`src/rtl/core/lmap_pkg.sv`:
```
// shared constants, types and fixed-point helpers for the lens distortion map
`timescale 1ns / 1ps
package lmap_pkg;

	// field widths and fixed-point formats
	localparam int COORD_BITS   = 12;
	localparam int FRAC_BITS    = 20;
	localparam int OUT_BITS     = 28;
	localparam int INNER_BITS   = 32;
	localparam int COEF_BITS    = 24;
	localparam int COEF_FRAC    = 20;
	localparam int INV_BITS     = 24;
	localparam int CTR_BITS     = 16;
	localparam int SUBPIX_BITS  = 4;
	localparam int CFG_DATA_BITS = 32;
	localparam int CFG_IDX_BITS = 3;

	// normalize rescale: product carries 28 fraction bits
	localparam int NORM_SHIFT = 28 - FRAC_BITS;
	localparam int NORM_RSH   = (NORM_SHIFT > 0) ? NORM_SHIFT : 0;
	localparam int NORM_LSH   = (NORM_SHIFT > 0) ? 0 : -NORM_SHIFT;

	// datapath widths
	localparam int PIX16_BITS = COORD_BITS + SUBPIX_BITS;
	localparam int D_W   = ((PIX16_BITS > CTR_BITS) ? PIX16_BITS : CTR_BITS) + 1;
	localparam int PN_W  = D_W + INV_BITS + 1;
	localparam int SQ_W  = 2 * OUT_BITS;
	localparam int PW_W  = 2 * INNER_BITS;
	localparam int KR_W  = COEF_BITS + INNER_BITS;
	localparam int RK_W  = KR_W - COEF_FRAC + 1;
	localparam int ACC_W = RK_W + 1;
	localparam int TS_W  = INNER_BITS + 2;
	localparam int RXP_W = INNER_BITS + OUT_BITS;
	localparam int TXP_W = COEF_BITS + INNER_BITS;
	localparam int TTP_W = COEF_BITS + TS_W;
	localparam int RX_W  = RXP_W - FRAC_BITS + 1;
	localparam int TX_W  = TXP_W + 1 - COEF_FRAC + 1;
	localparam int TT_W  = TTP_W - COEF_FRAC + 1;
	localparam int TERM_A = (RX_W > TX_W) ? RX_W : TX_W;
	localparam int TERM_W = (TERM_A > TT_W) ? TERM_A : TT_W;

	localparam logic signed [63:0] ONE_FIX = 64'sd1 <<< FRAC_BITS;

	typedef enum logic [CFG_IDX_BITS-1:0] {
		CFG_PRINCIPAL = 3'd0,
		CFG_INV_FX    = 3'd1,
		CFG_INV_FY    = 3'd2,
		CFG_K1        = 3'd3,
		CFG_K2        = 3'd4,
		CFG_K3        = 3'd5,
		CFG_P1        = 3'd6,
		CFG_P2        = 3'd7
	} cfg_idx_t;

	typedef struct packed {
		logic [CTR_BITS-1:0]         ctr_x;
		logic [CTR_BITS-1:0]         ctr_y;
		logic [INV_BITS-1:0]         inv_fx;
		logic [INV_BITS-1:0]         inv_fy;
		logic signed [COEF_BITS-1:0] k1;
		logic signed [COEF_BITS-1:0] k2;
		logic signed [COEF_BITS-1:0] k3;
		logic signed [COEF_BITS-1:0] p1;
		logic signed [COEF_BITS-1:0] p2;
	} cfg_regs_t;

	// normalized coordinates leaving the front end
	typedef struct packed {
		logic                       vld;
		logic                       ovf;
		logic signed [OUT_BITS-1:0] x;
		logic signed [OUT_BITS-1:0] y;
	} nrm_bus_t;

	// radial factor and aligned operands for the final terms
	typedef struct packed {
		logic                         vld;
		logic                         ovf;
		logic signed [OUT_BITS-1:0]   x;
		logic signed [OUT_BITS-1:0]   y;
		logic signed [INNER_BITS-1:0] xy;
		logic signed [TS_W-1:0]       tsx;
		logic signed [TS_W-1:0]       tsy;
		logic signed [INNER_BITS-1:0] radial;
	} rad_bus_t;

	// round to nearest, ties up, then arithmetic shift right
	function automatic logic signed [63:0] rnd_shr(input logic signed [63:0] v,
			input int unsigned s);
		logic signed [63:0] half;
		half = (s == 0) ? 64'sd0 : (64'sd1 <<< (s - 1));
		return (v + half) >>> s;
	endfunction

	function automatic logic signed [63:0] sat_clip(input logic signed [63:0] v,
			input int unsigned bits);
		logic signed [63:0] hi;
		logic signed [63:0] lo;
		hi = (64'sd1 <<< (bits - 1)) - 64'sd1;
		lo = -hi - 64'sd1;
		if (v > hi) begin
			return hi;
		end else if (v < lo) begin
			return lo;
		end
		return v;
	endfunction

	function automatic logic sat_hit(input logic signed [63:0] v, input int unsigned bits);
		logic signed [63:0] hi;
		logic signed [63:0] lo;
		hi = (64'sd1 <<< (bits - 1)) - 64'sd1;
		lo = -hi - 64'sd1;
		return (v > hi) || (v < lo);
	endfunction

endpackage

```
`src/rtl/core/lmap_cfg.sv`:
```
// configuration register file for the lens distortion map
`timescale 1ns / 1ps
module lmap_cfg import lmap_pkg::*; (
	input  logic                     clk,
	input  logic                     arst_n,
	input  logic                     wr_en,
	input  logic [CFG_IDX_BITS-1:0]  wr_index,
	input  logic [CFG_DATA_BITS-1:0] wr_data,
	output cfg_regs_t                regs
);

	cfg_regs_t regs_q;

	always_ff @(posedge clk or negedge arst_n) begin
		if (!arst_n) begin
			regs_q.ctr_x  <= '0;
			regs_q.ctr_y  <= '0;
			regs_q.inv_fx <= {INV_BITS{1'b1}};
			regs_q.inv_fy <= {INV_BITS{1'b1}};
			regs_q.k1     <= '0;
			regs_q.k2     <= '0;
			regs_q.k3     <= '0;
			regs_q.p1     <= '0;
			regs_q.p2     <= '0;
		end else if (wr_en) begin
			case (cfg_idx_t'(wr_index))
				CFG_PRINCIPAL: begin
					regs_q.ctr_x <= wr_data[CTR_BITS-1:0];
					regs_q.ctr_y <= wr_data[2*CTR_BITS-1:CTR_BITS];
				end
				CFG_INV_FX: regs_q.inv_fx <= wr_data[INV_BITS-1:0];
				CFG_INV_FY: regs_q.inv_fy <= wr_data[INV_BITS-1:0];
				CFG_K1:     regs_q.k1     <= $signed(wr_data[COEF_BITS-1:0]);
				CFG_K2:     regs_q.k2     <= $signed(wr_data[COEF_BITS-1:0]);
				CFG_K3:     regs_q.k3     <= $signed(wr_data[COEF_BITS-1:0]);
				CFG_P1:     regs_q.p1     <= $signed(wr_data[COEF_BITS-1:0]);
				CFG_P2:     regs_q.p2     <= $signed(wr_data[COEF_BITS-1:0]);
				default: ;
			endcase
		end
	end

	assign regs = regs_q;

endmodule

```
`config.mk`:
```
export PLATFORM = sky130hd
export DESIGN_NAME = lmap_cfg
export DESIGN_NICKNAME = d
export VERILOG_FILES = /design/src/rtl/core/lmap_pkg.sv /design/src/rtl/core/lmap_cfg.sv
export SDC_FILE = /design/constraint.sdc
export NUM_CORES = 1
export LEC_CHECK = 0
export BUFFER_PORTS_ARGS = -buffer_cell sky130_fd_sc_hd__clkbuf_2
export CAP_MARGIN = 0
export CORE_ASPECT_RATIO = 1.1
export CORE_UTILIZATION = 50
export DETAILED_ROUTE_END_ITERATION = 10
export PLACE_DENSITY = 0.79
export RECOVER_POWER = 100
export SYNTH_ARGS = -nofsm -noshare
export SYNTH_HDL_FRONTEND = slang
export SYNTH_SLANG_ARGS = --single-unit
```
`constraint.sdc`:
```
create_clock -name clk -period 0.8 [get_ports clk]
set_input_delay 0.12 -clock clk [delete_from_list [all_inputs] [get_ports clk]]
set_output_delay 0.12 -clock clk [all_outputs]
set_load 0.1 [all_outputs]
```
==> results of run 1 <==
## cell families after synthesis
kind of cell  after synthesis  synth area share (%)
mux                       200                  29.5
simple gates                8                  1.52
flops                     200                  66.4
buf+inv                    24                  2.57
## stage by stage
step           hold WS, ns  util, %  TNS (ns)  area (um2)  worst slack [ns]
2_1_floorplan       -0.176        -    -79.38        8490            -0.489
3_3_place_gp       -0.0113     87.3   -101.71       13100            -0.595
3_5_place_dp       -0.0104     87.3   -113.81       13100            -0.700
==> reports/results.ini, run 1 <==
[clock_network]
cts_buffer_depth=2
cts_hold_buf=9
cts_buffers=17
h-tree-depth=4
post-cts-setup-buffers=76
root_buffer=clkbuf_16
cts_sinks=200
cts_resized=203

[yosys]
ys_seq_area_share_pct=66.4
syn-cell-area_um2=7630
ys_top_cells_by_count=198 x mux2_2, 152 x dfrtp_1, 48 x dfstp_2
synth_ff_type=dfrtp_1
synth.distinct_cells=13
synth.most_common_cell=mux2_2
synthArstFlopShare_pct=100
synth_top_area_cell=dfrtp_1
yosys.area.top_type_share_pct=49.9
synth_cells=432
synth_seq_cells=200
yosys-top-cells-area=dfrtp_1 50%, mux2_2 29%, dfstp_2 17%, buf_6 1.6%, buf_2 0.66%
synth_area_per_cell_um2=17.7
yosysWarnings=0
synth_edf_count=0
synth_nets=470

[floorplanning]
die_y_um=132
start_util_pct=50.9
rows=47
io_pins=238
fp.dieW_um=120

[status]
status=did not finish
stop_error=[ERROR DPL-0038] Utilization greater than 100%, impossible to legalize
last-stage-reached=clock tree synthesis

[placement]
dp_hpwl_um=17500
dp_cells=871
gp_congestion=0.782
numPortBuffers=237

==> run 2: changes to the inputs <==
--- a/config.mk
+++ b/config.mk
@@ -7,10 +7,9 @@
 export LEC_CHECK = 0
 export BUFFER_PORTS_ARGS = -buffer_cell sky130_fd_sc_hd__clkbuf_2
 export CAP_MARGIN = 0
-export CORE_ASPECT_RATIO = 1.1
-export CORE_UTILIZATION = 50
+export CORE_UTILIZATION = 35
 export DETAILED_ROUTE_END_ITERATION = 10
-export PLACE_DENSITY = 0.79
+export PLACE_DENSITY_LB_ADDON = 0.15
 export RECOVER_POWER = 100
 export SYNTH_ARGS = -nofsm -noshare
 export SYNTH_HDL_FRONTEND = slang
==> reports/results.ini, run 2 <==
[cells_and_area]
final_cell_mix=226 x buf_12, 183 x mux2_4, 85 x dfrtp_2
area_delta_synth_final_pct=99.1
largest_reg_flops=200
nets=808
final_common_cell=buf_12
antenna_cells=0
drive_gt1_share_pct=94.8

[yosys]
synth_top_area_cell=dfrtp_1
synth_seq_cells=200  ; unchanged
ys_seq_area_share_pct=66.4  ; unchanged
synth.most_common_cell=mux2_2
syn-cell-area_um2=7630  ; unchanged
synth_cells=432  ; unchanged
synth_ff_type=dfrtp_1
ys_top_cells_by_count=198 x mux2_2, 152 x dfrtp_1, 48 x dfstp_2
synth_edf_count=0  ; unchanged
synthArstFlopShare_pct=100  ; unchanged
yosys-top-cells-area=dfrtp_1 50%, mux2_2 29%, dfstp_2 17%, buf_6 1.6%, buf_2 0.66%
synth_nets=470  ; unchanged
synth.distinct_cells=13  ; unchanged
synth_area_per_cell_um2=17.7  ; unchanged
yosys.area.top_type_share_pct=49.9  ; unchanged
yosysWarnings=0  ; unchanged

[power_and_ir_drop]
ir_drop_uv=2280
leakagePower_nw=6.85
design_power_total_w=0.0566
p_per_area_nw_per_um2=3730

[grt]
grt_pass1_wl_um=37400
grt-ovfl-total=0
grt_usage_pct=23.2
grt_max_degree=58
grt_pass1_vias=5592
antenna_found_initial=0

[job]
cap_violations=0

[sta]
report.final.slew_viol_count=0
hold_viol_final=0
worst_pin_slew_ns=0.600
rsz0062_at_grt=true
fin_crit_sh_pct=171
clock.fmax_mhz=732
fin_crit_ns=1.37
finalClockSkew_ns=0
holdWs_ns=0.0642
fin_ws_ns=-0.566
setup_viol=592
maxSlewHeadroom_pct=60.0

[critical_path]
crit_arrival_ns=1.25
crit_path_top_delay_cell=dfstp_4
cp_cell_sequence=buf_12
path_buf_inv=1
critPathMaxFanout=2
required_ns=0.68
crit_family=flip-flops
cp-end-kind=output pin
worstSetupStartpointType=flop
crit_type=flop to output pin
slowest_delay_ns=0.64

[clock_network]
cts_sinks=200  ; unchanged
cts_buffers=17  ; unchanged
root_buffer=clkbuf_16
tritoncts=yes
h-tree-depth=4  ; unchanged
clkTransAtPathRegs_ns=0.08
clock_latency_ns=0.42
cts_buffer_depth=2  ; unchanged

[route]
firstDrtPassIters=4
drc=0
via_count=5145
wl_per_cell_um=23.7
via_per_inst=4.86
routed_wl_um=25100
drt_iter0_markers=163
ant_nets=0

[placement]
gp_congestion=0.752  ; -3.8%
numPortBuffers=237  ; unchanged
dp_hpwl_um=15000  ; -14%

[floorplanning]
core_area_um2=21200
fp.dieW_um=150  ; +25%
die_y_um=150  ; +14%
rows=53  ; +13%
die_area_um2=22400
start_util_pct=36.0  ; -15 points
io_pins=238  ; unchanged

[status]
status=complete, but fails checks
violations=setup timing

[min_path]
hold_class=input port to flop

-- run 2: cell type report --
type / instances / area [um2]
sequential: 200 / 5500
tap: 275 / 344
multi-input combinational: 208 / 3110
timing repair buffer: 343 / 5690
clock inverter: 12 / 111
clock buffer: 20 / 437
fill: 1284 / 6030
-- run 2: final timing paths --
kind / end / slack (ns) / depth (start not counted) / startpoint
setup / recovery: regs[123] / -0.57 / 1 / regs[123]
hold / removal: regs[187] / 0.06 / 2 / wr_data[3]
setup reg to reg: regs[92] / -0.23 / 3 / regs[92]
hold reg to reg: regs[22] / 0.55 / 1 / regs[22]
max in group asynchronous: regs[163] / -0.18 / 3 / arst_n
min in group asynchronous: regs[194] / 0.20 / 2 / arst_n
-- run 2: kinds of logic after synthesis --
family	synth area share, %
mux	29.5
flops	66.4
buf+inv	2.57
simple gates	1.52
-- run 2: metal layers --
layer  global-route usage (%)  up-vias  part of all wire (%)
li1                         -     2208                     -
met4                     6.48        0                   1.5
met5                        0        -                     0
met2                     36.6      158                    50
met1                     31.3     2752                    44
met3                     6.16       27                   5.0
-- run 2: repair_timing --
item,4_1_cts,5_1_grt
cloned,14,1
setup endpoints to repair,400,400
hold buffers,9,0
pin swaps,4,4
gates resized for setup,148,40
setup buffers,37,44
endpoints found under the hold margin,178,0
-- run 2: where the power goes --
| group | internal (W) | switching, W | total (W) |
|---|---|---|---|
| Combinational | 0.0126 | 0.0197 | 0.0323 |
| Clock | 0.00411 | 0.00399 | 0.00810 |
| Sequential | 0.0136 | 0.00267 | 0.0163 |
| Total | 0.0303 | 0.0263 | 0.0566 |
-- run 2: metrics by stage --
stage	setup TNS, ns	area, um2	cells	util (%)	worst slack, ns
2_1_floorplan	-79.38	8490	432	-	-0.489
3_3_place_gp	-108.67	13100	941	61.8	-0.604
3_5_place_dp	-114.62	13100	941	61.8	-0.639
4_1_cts	-99.87	15100	1032	71.0	-0.592
5_1_grt	-147.45	15200	1058	71.6	-0.614
6_report	-120.80	15200	1058	71.6	-0.566
Power figures use the tool's default switching activity.
