<file path="config.mk">
export PLATFORM = sky130hd
export DESIGN_NAME = lmap_norm
export DESIGN_NICKNAME = d
export VERILOG_FILES = /design/src/rtl/core/lmap_pkg.sv /design/src/rtl/core/lmap_norm.sv
export SDC_FILE = /design/constraint.sdc
export NUM_CORES = 2
export LEC_CHECK = 0
export BUFFER_PORTS_ARGS = -buffer_cell sky130_fd_sc_hd__buf_4
export CAP_MARGIN = 25
export CORE_UTILIZATION = 50
export DETAILED_ROUTE_END_ITERATION = 6
export GPL_TIMING_DRIVEN = 0
export HOLD_SLACK_MARGIN = 0.08
export MAX_ROUTING_LAYER = met4
export PLACE_DENSITY = 0.68
export SKIP_LAST_GASP = 1
export SLEW_MARGIN = 15
export SYNTH_ARGS = -nofsm -noshare
export SYNTH_HDL_FRONTEND = slang
export SYNTH_SLANG_ARGS = --single-unit
</file>
<file path="constraint.sdc">
create_clock -name clk -period 8.3 [get_ports clk]
set_clock_uncertainty 0.2 [all_clocks]
set_input_delay 0.415 -clock clk [delete_from_list [all_inputs] [get_ports clk]]
set_output_delay 0.415 -clock clk [all_outputs]
set_load 0.01 [all_outputs]
</file>
<file path="src/rtl/core/lmap_pkg.sv">
// shared constants, types and fixed-point helpers for the lens distortion map
`timescale 1ns / 1ps
package lmap_pkg;

	// field widths and fixed-point formats
	localparam int COORD_BITS   = 12;
	localparam int FRAC_BITS    = 20;
	localparam int OUT_BITS     = 28;
	localparam int INNER_BITS   = 32;
	localparam int COEF_BITS    = 24;
	localparam int COEF_FRAC    = 20;
	localparam int INV_BITS     = 24;
	localparam int CTR_BITS     = 16;
	localparam int SUBPIX_BITS  = 4;
	localparam int CFG_DATA_BITS = 32;
	localparam int CFG_IDX_BITS = 3;

	// normalize rescale: product carries 28 fraction bits
	localparam int NORM_SHIFT = 28 - FRAC_BITS;
	localparam int NORM_RSH   = (NORM_SHIFT > 0) ? NORM_SHIFT : 0;
	localparam int NORM_LSH   = (NORM_SHIFT > 0) ? 0 : -NORM_SHIFT;

	// datapath widths
	localparam int PIX16_BITS = COORD_BITS + SUBPIX_BITS;
	localparam int D_W   = ((PIX16_BITS > CTR_BITS) ? PIX16_BITS : CTR_BITS) + 1;
	localparam int PN_W  = D_W + INV_BITS + 1;
	localparam int SQ_W  = 2 * OUT_BITS;
	localparam int PW_W  = 2 * INNER_BITS;
	localparam int KR_W  = COEF_BITS + INNER_BITS;
	localparam int RK_W  = KR_W - COEF_FRAC + 1;
	localparam int ACC_W = RK_W + 1;
	localparam int TS_W  = INNER_BITS + 2;
	localparam int RXP_W = INNER_BITS + OUT_BITS;
	localparam int TXP_W = COEF_BITS + INNER_BITS;
	localparam int TTP_W = COEF_BITS + TS_W;
	localparam int RX_W  = RXP_W - FRAC_BITS + 1;
	localparam int TX_W  = TXP_W + 1 - COEF_FRAC + 1;
	localparam int TT_W  = TTP_W - COEF_FRAC + 1;
	localparam int TERM_A = (RX_W > TX_W) ? RX_W : TX_W;
	localparam int TERM_W = (TERM_A > TT_W) ? TERM_A : TT_W;

	localparam logic signed [63:0] ONE_FIX = 64'sd1 <<< FRAC_BITS;

	typedef enum logic [CFG_IDX_BITS-1:0] {
		CFG_PRINCIPAL = 3'd0,
		CFG_INV_FX    = 3'd1,
		CFG_INV_FY    = 3'd2,
		CFG_K1        = 3'd3,
		CFG_K2        = 3'd4,
		CFG_K3        = 3'd5,
		CFG_P1        = 3'd6,
		CFG_P2        = 3'd7
	} cfg_idx_t;

	typedef struct packed {
		logic [CTR_BITS-1:0]         ctr_x;
		logic [CTR_BITS-1:0]         ctr_y;
		logic [INV_BITS-1:0]         inv_fx;
		logic [INV_BITS-1:0]         inv_fy;
		logic signed [COEF_BITS-1:0] k1;
		logic signed [COEF_BITS-1:0] k2;
		logic signed [COEF_BITS-1:0] k3;
		logic signed [COEF_BITS-1:0] p1;
		logic signed [COEF_BITS-1:0] p2;
	} cfg_regs_t;

	// normalized coordinates leaving the front end
	typedef struct packed {
		logic                       vld;
		logic                       ovf;
		logic signed [OUT_BITS-1:0] x;
		logic signed [OUT_BITS-1:0] y;
	} nrm_bus_t;

	// radial factor and aligned operands for the final terms
	typedef struct packed {
		logic                         vld;
		logic                         ovf;
		logic signed [OUT_BITS-1:0]   x;
		logic signed [OUT_BITS-1:0]   y;
		logic signed [INNER_BITS-1:0] xy;
		logic signed [TS_W-1:0]       tsx;
		logic signed [TS_W-1:0]       tsy;
		logic signed [INNER_BITS-1:0] radial;
	} rad_bus_t;

	// round to nearest, ties up, then arithmetic shift right
	function automatic logic signed [63:0] rnd_shr(input logic signed [63:0] v,
			input int unsigned s);
		logic signed [63:0] half;
		half = (s == 0) ? 64'sd0 : (64'sd1 <<< (s - 1));
		return (v + half) >>> s;
	endfunction

	function automatic logic signed [63:0] sat_clip(input logic signed [63:0] v,
			input int unsigned bits);
		logic signed [63:0] hi;
		logic signed [63:0] lo;
		hi = (64'sd1 <<< (bits - 1)) - 64'sd1;
		lo = -hi - 64'sd1;
		if (v > hi) begin
			return hi;
		end else if (v < lo) begin
			return lo;
		end
		return v;
	endfunction

	function automatic logic sat_hit(input logic signed [63:0] v, input int unsigned bits);
		logic signed [63:0] hi;
		logic signed [63:0] lo;
		hi = (64'sd1 <<< (bits - 1)) - 64'sd1;
		lo = -hi - 64'sd1;
		return (v > hi) || (v < lo);
	endfunction

endpackage

</file>
<file path="src/rtl/core/lmap_norm.sv">
// front end: principal point offset, focal scaling, rounding to normalized coords
`timescale 1ns / 1ps
module lmap_norm import lmap_pkg::*; (
	input  logic                  clk,
	input  logic                  arst_n,
	input  logic                  en,
	input  logic                  in_vld,
	input  logic [COORD_BITS-1:0] pix_x,
	input  logic [COORD_BITS-1:0] pix_y,
	input  cfg_regs_t             cfg_regs,
	output nrm_bus_t              nrm
);

	logic signed [D_W-1:0]  dx, dy;
	logic signed [PN_W-1:0] px_s1, py_s1;
	logic                   vld_s1, vld_s2;
	logic signed [63:0]     nx_full, ny_full, nx_sat, ny_sat;
	logic signed [OUT_BITS-1:0] x_s2, y_s2;
	logic                   ovf_s2;

	// offset in 1/16 pixel units
	assign dx = $signed(D_W'({pix_x, {SUBPIX_BITS{1'b0}}})) - $signed(D_W'(cfg_regs.ctr_x));
	assign dy = $signed(D_W'({pix_y, {SUBPIX_BITS{1'b0}}})) - $signed(D_W'(cfg_regs.ctr_y));

	assign nx_full = rnd_shr(64'(px_s1), NORM_RSH) <<< NORM_LSH;
	assign ny_full = rnd_shr(64'(py_s1), NORM_RSH) <<< NORM_LSH;
	assign nx_sat  = sat_clip(nx_full, OUT_BITS);
	assign ny_sat  = sat_clip(ny_full, OUT_BITS);

	always_ff @(posedge clk or negedge arst_n) begin
		if (!arst_n) begin
			vld_s1 <= 1'b0;
			vld_s2 <= 1'b0;
		end else if (en) begin
			vld_s1 <= in_vld;
			vld_s2 <= vld_s1;
		end
	end

	always_ff @(posedge clk) begin
		if (en) begin
			px_s1  <= dx * $signed({1'b0, cfg_regs.inv_fx});
			py_s1  <= dy * $signed({1'b0, cfg_regs.inv_fy});
			x_s2   <= nx_sat[OUT_BITS-1:0];
			y_s2   <= ny_sat[OUT_BITS-1:0];
			ovf_s2 <= sat_hit(nx_full, OUT_BITS) | sat_hit(ny_full, OUT_BITS);
		end
	end

	assign nrm.vld = vld_s2;
	assign nrm.ovf = ovf_s2;
	assign nrm.x   = x_s2;
	assign nrm.y   = y_s2;

endmodule

</file>
# [Word-level counts from Yosys, hierarchy flattened]
# Cells that the tools add are included.
# Widths: inputs -> output; s select.
[word_totals] ff_bits=143 latch_bits=0 ramBits=0 romBits=0 out_inout_bits=58 n_memories=0
[op_classes] addsub=4 mul=2 div=0 magnitude_cmp=4 eq_ne=0 shifts=0 muxes=10 n_bitwise=1 reduce_logical=2
[ops] cell="$mux 28" count=6
[ops] cell="$add 42x9->43 const B" count=2
[ops] cell="$mul 17x25->42" count=2
[ops] cell="$gt 35x28->1 const B" count=2
[ops] cell="$lt 35x28->1 const B" count=2
[ops] cell="$sub 16x16->17" count=2
[ops] cell="$mux 1" count=4
[ops] cell="$logic_or 1x1->1" count=2
[ops] cell="$or 1x1->1" count=1

# [Logic depth before layout (Yosys ltp)]
[logic_depth] ltp_word=5 depth_mapped=34 ltp_nobuf=32

# [Worst setup path after synthesis]
# No wires, ideal clock.
[synth_path] path_kind="input -> register" startpoint="input port cfg_regs[168] (netlist name)" endpoint="register py_s1[38], data pin" setup_ns=0.258 arrival_ns=7.752 required_ns=7.842 setup_slack_ns=0.091 path_stages=32 path_cell_list="buf_6 -> clkinv_1 -> ha_1 -> nor4bb_1 -> o21ai_1 -> a21boi_0 -> o21ai_1 -> a21oi_1 -> o2111ai_1 -> a21oi_1 -> o21a_1 -> buf_2 -> buf_2 -> nor3_1 -> fa_1 -> fa_1 -> fa_1 -> fa_1 -> fa_1 -> inv_1 -> fa_1 -> inv_1 -> ha_1 -> a2111oi_0 -> o221ai_1 -> a211o_1 -> o311a_4 -> a31oi_1 -> o31ai_1 -> a21o_1 -> a21oi_2 -> xnor2_1"
[synth_between] elab_chain_cells=2
[synth_lines] element="start, declared" line_no="lmap_norm.sv:10" text="input cfg_regs_t cfg_regs,"
[synth_lines] element="$sub 16x16->17" line_no="lmap_norm.sv:23" text="assign dy = $signed(D_W'({pix_y, {SUBPIX_BITS{1'b0}}})) - $signed(D_W'(cfg_regs.ctr_y));"
[synth_lines] element="$mul 17x25->42" line_no="lmap_norm.sv:43" text="py_s1 <= dy * $signed({1'b0, cfg_regs.inv_fy});"
[synth_lines] element="end signal, assigned" line_no="lmap_norm.sv:43"
[synth_lines] element="end, declared" line_no="lmap_norm.sv:15" text="logic signed [PN_W-1:0] px_s1, py_s1;"
# Every way passes these cells.
# A chain may end at the register's enable or synchronous reset.

# [Worst setup path after layout]
[layout_path] startpoint="input port cfg_regs[186] (netlist name)" endpoint="register px_s1[32], data pin"
[layout_between] elab_chain_cells=2
[layout_lines] element="$sub 16x16->17" line_no="lmap_norm.sv:22" text="assign dx = $signed(D_W'({pix_x, {SUBPIX_BITS{1'b0}}})) - $signed(D_W'(cfg_regs.ctr_x));"
[layout_lines] element="$mul 17x25->42" line_no="lmap_norm.sv:42" text="px_s1 <= dx * $signed({1'b0, cfg_regs.inv_fx});"
[layout_lines] element="end signal, assigned" line_no="lmap_norm.sv:42"
[layout_lines] element="end, declared" line_no="lmap_norm.sv:15"
# Every way passes these cells.

==> impl_results.md <==
* DR WL/cell at 20.33 um
* Routed WL at 105300 um
* Max Cap Viol at 0
* IO Pins at 286
* Syn Inst Count at 4015
* Startpoint Class: primary input
* Worst Path Required at 8.27 ns
* Final Cell Area at 39570 um^2
* Clock Latency Late Sink at 0.42 ns
* Post-synthesis sequential area ratio at 0.1096
* Fmax at 121.9 MHz
* Yosys cell types at 78
* Synth Area in Adders at 0.4803
* CTS Buffer Depth at 2
* Layout area overhead at 12.24%
* Reg clk slew, reported paths at 0.05 ns
* Async S/R FF share, synth at 0.01550
* Synth area leaders: fa_1 37%, edfxtp_1 11%, ha_1 11%
* Worst Path Max Fanout at 10
* Worst Hold Class: in -> async
* Fin util at 0.5720
* HPWL after detailed placement at 87840 um
* Final cycle utilization of the critical path at 0.9887
* Multiplexer share of the synthesized area at 0.0009581
* Row count at 96
* Final #Nets at 5420
* Max Slew Vio Count at 0
* RSZ-0062 raised after global routing: yes
* Clock sinks at 129
* Gpl congestion at 1.013
* Num CTS Buffers at 17
* DR vias at 29030
* PortBufs at 152
* Synth area leader: fa_1
* Simple-gate portion of the synthesized area at 0.1735
* Die height at 267.6 um
* H-tree depth at 4
* Share of layout cells above drive strength 1 at 0.1027
* Total global-route track usage at 0.3080
* Critical path arrival at 8.18 ns
* Fraction of the mapped netlist area in compound gates at 0.07935
* Initial Utilization at 0.5096
* Initial antenna violation count at 4
* Yosys top cell area share at 0.3725
* Final Hold Viols at 0
* GRT overflow at 0
* Die Width at 267.6 um
* Antenna viol nets, final at 0
* DRC Markers at 0
* Largest net degree at the start of global routing at 68
* DR vias/cell at 5.607
* CTS tree: yes
* Syn Std Cell Area at 35260 um^2
* Worst Max-Slew Pin Slew at 1.178 ns
* Core Box Area at 69190 um^2
* Setup-failing EPs final at 0
* Worst slew margin at 0.2091
* Synth top cells by count: 886 x inv_1, 656 x fa_1, 544 x nand2_1
* Synth warn at 0
* Mean post-synth cell area at 8.782 um^2
* Number of synthesized flops with an enable pin at 127
* Main combinational cell family by area after synthesis: adder cells
* Top-count cell post-synth: inv_1
* Kind of critical path: in -> reg
* Synth Area in XOR/XNOR at 0.03424
* Clk root buf: clkbuf_16
* DR iter-0 viols at 2590
* Post-route minimum period at 8.207 ns
* Syn Nets at 5203
* 1st-pass router iterations at 7
* Synth Register Bits at 129
* Die area at 71580 um^2
* Primary FF master, synth: edfxtp_1
* First-pass GRT wire length at 163400 um
* Outcome: complete, no violations
* Crit path capture type: register
* Vias in the first global route at 28640
* Placed cell areas at 37610 um^2
critical path, cell delays in order:
cell,delay (ns)
buf_4,0.16
nor4_4,0.35
a21oi_2,0.12
xnor2_1,0.92
clkbuf_1,0.50
nand2_1,0.14
fa_1,0.51
inv_1,0.05
fa_1,0.52
inv_1,0.05
fa_1,0.47
fa_1,0.50
inv_1,0.06
fa_1,0.51
fa_1,0.49
ha_1,0.35
nand4_1,0.16
nor3b_2,0.37
o311ai_4,0.13
buf_12,0.16
a31oi_4,0.24
nand3_1,0.17
o21ai_4,0.25
a31oi_1,0.17
xnor2_2,0.40
state kept, by name, indices dropped and copies added (netlist names):
signal / cells
ovf_s2: 1
px_s1: 35
py_s1: 35
vld_s1: 1
vld_s2: 1
x_s2: 28
y_s2: 28
kinds of logic after synthesis:
logic type	Yosys count
AO/OA/AOI/OAI	417
adder cells (fa/ha/maj)	960
buffers and inverters	1131
flip-flops	129
XOR/XNOR	137
AND/OR/NAND/NOR	1238
multiplexers	3
repair_timing:
action | in CTS | in global routing
cloned | 0 | 0
pin swaps | 21 | 51
resized for setup | 123 | 151
setup buffers | 24 | 21
hold endpoints to repair | 3 | 0
hold buffers | 2 | 0
setup endpoints to repair | 47 | 36
placed cells by master (no fill, tap or decap), types with 51 or more instances in the layout:
master and n:
buf_4 200, nand4_1 51, inv_1 885, edfxtp_1 127
o21ai_0 72, nor2_1 82, nand2_1 543, fa_1 650
clkbuf_1 172, xnor2_1 61, nor3_1 59, ha_1 294
and2_1 215, xor2_1 53, a21oi_1 56, nand3_1 90
per-layer routing:
layer	part of all wire	vias to the layer above	routed length, um	track usage
met3	0.10	189	10980	0.06418
met5	0	-	0	-
met4	0.023	0	2474	0.06100
met1	0.44	14460	46290	0.4445
li1	-	12970	-	-
met2	0.43	1414	45540	0.4484
per-stage QoR:
step / instances / hold WS, ns / setup slack [ns] / TNS [ns]
after global placement: 5098 / -0.001853 / -2.063 / -63.00
final: 5178 / 0.1306 / 0.09346 / 0
after detailed placement: 5101 / -0.001752 / -2.149 / -65.73
after CTS: 5157 / 0.1025 / 0.001096 / 0
after global routing: 5178 / 0.1381 / -0.1512 / -1.009
after floorplan: 4015 / -0.08059 / 0.09097 / 0
worst paths after layout:
| kind | from | to | slack (ns) | cells past startpoint |
|---|---|---|---|---|
| worst max-delay path | cfg_regs[186] | px_s1[32] | 0.09 | 25 |
| worst min-delay path | arst_n | vld_s1 | 0.13 | 2 |
| worst max register to register | px_s1[9] | x_s2[8] | 4.68 | 10 |
| worst min register to register | vld_s2 | vld_s2 | 0.31 | 1 |
| max in group asynchronous | arst_n | vld_s2 | 7.68 | 2 |
| min in group clk | en | y_s2[0] | 0.28 | 1 |
final cells by class:
| cell class | count | area (um^2) |
|---|---|---|
| Fill cell | 6355 | 29610 |
| Multi-Input combinational cell | 2755 | 27960 |
| Sequential cell | 129 | 3864 |
| Inverter | 888 | 3339 |
| Timing Repair Buffer | 202 | 1590 |
| Tap cell | 931 | 1165 |
| Buffer | 239 | 1104 |
| Clock buffer | 19 | 432.9 |
| Clock inverter | 13 | 112.6 |
| Antenna cell | 2 | 5.005 |
Power is not shown: default switching activity piles up to over one toggle a cycle in this logic, so the estimate is an artifact.
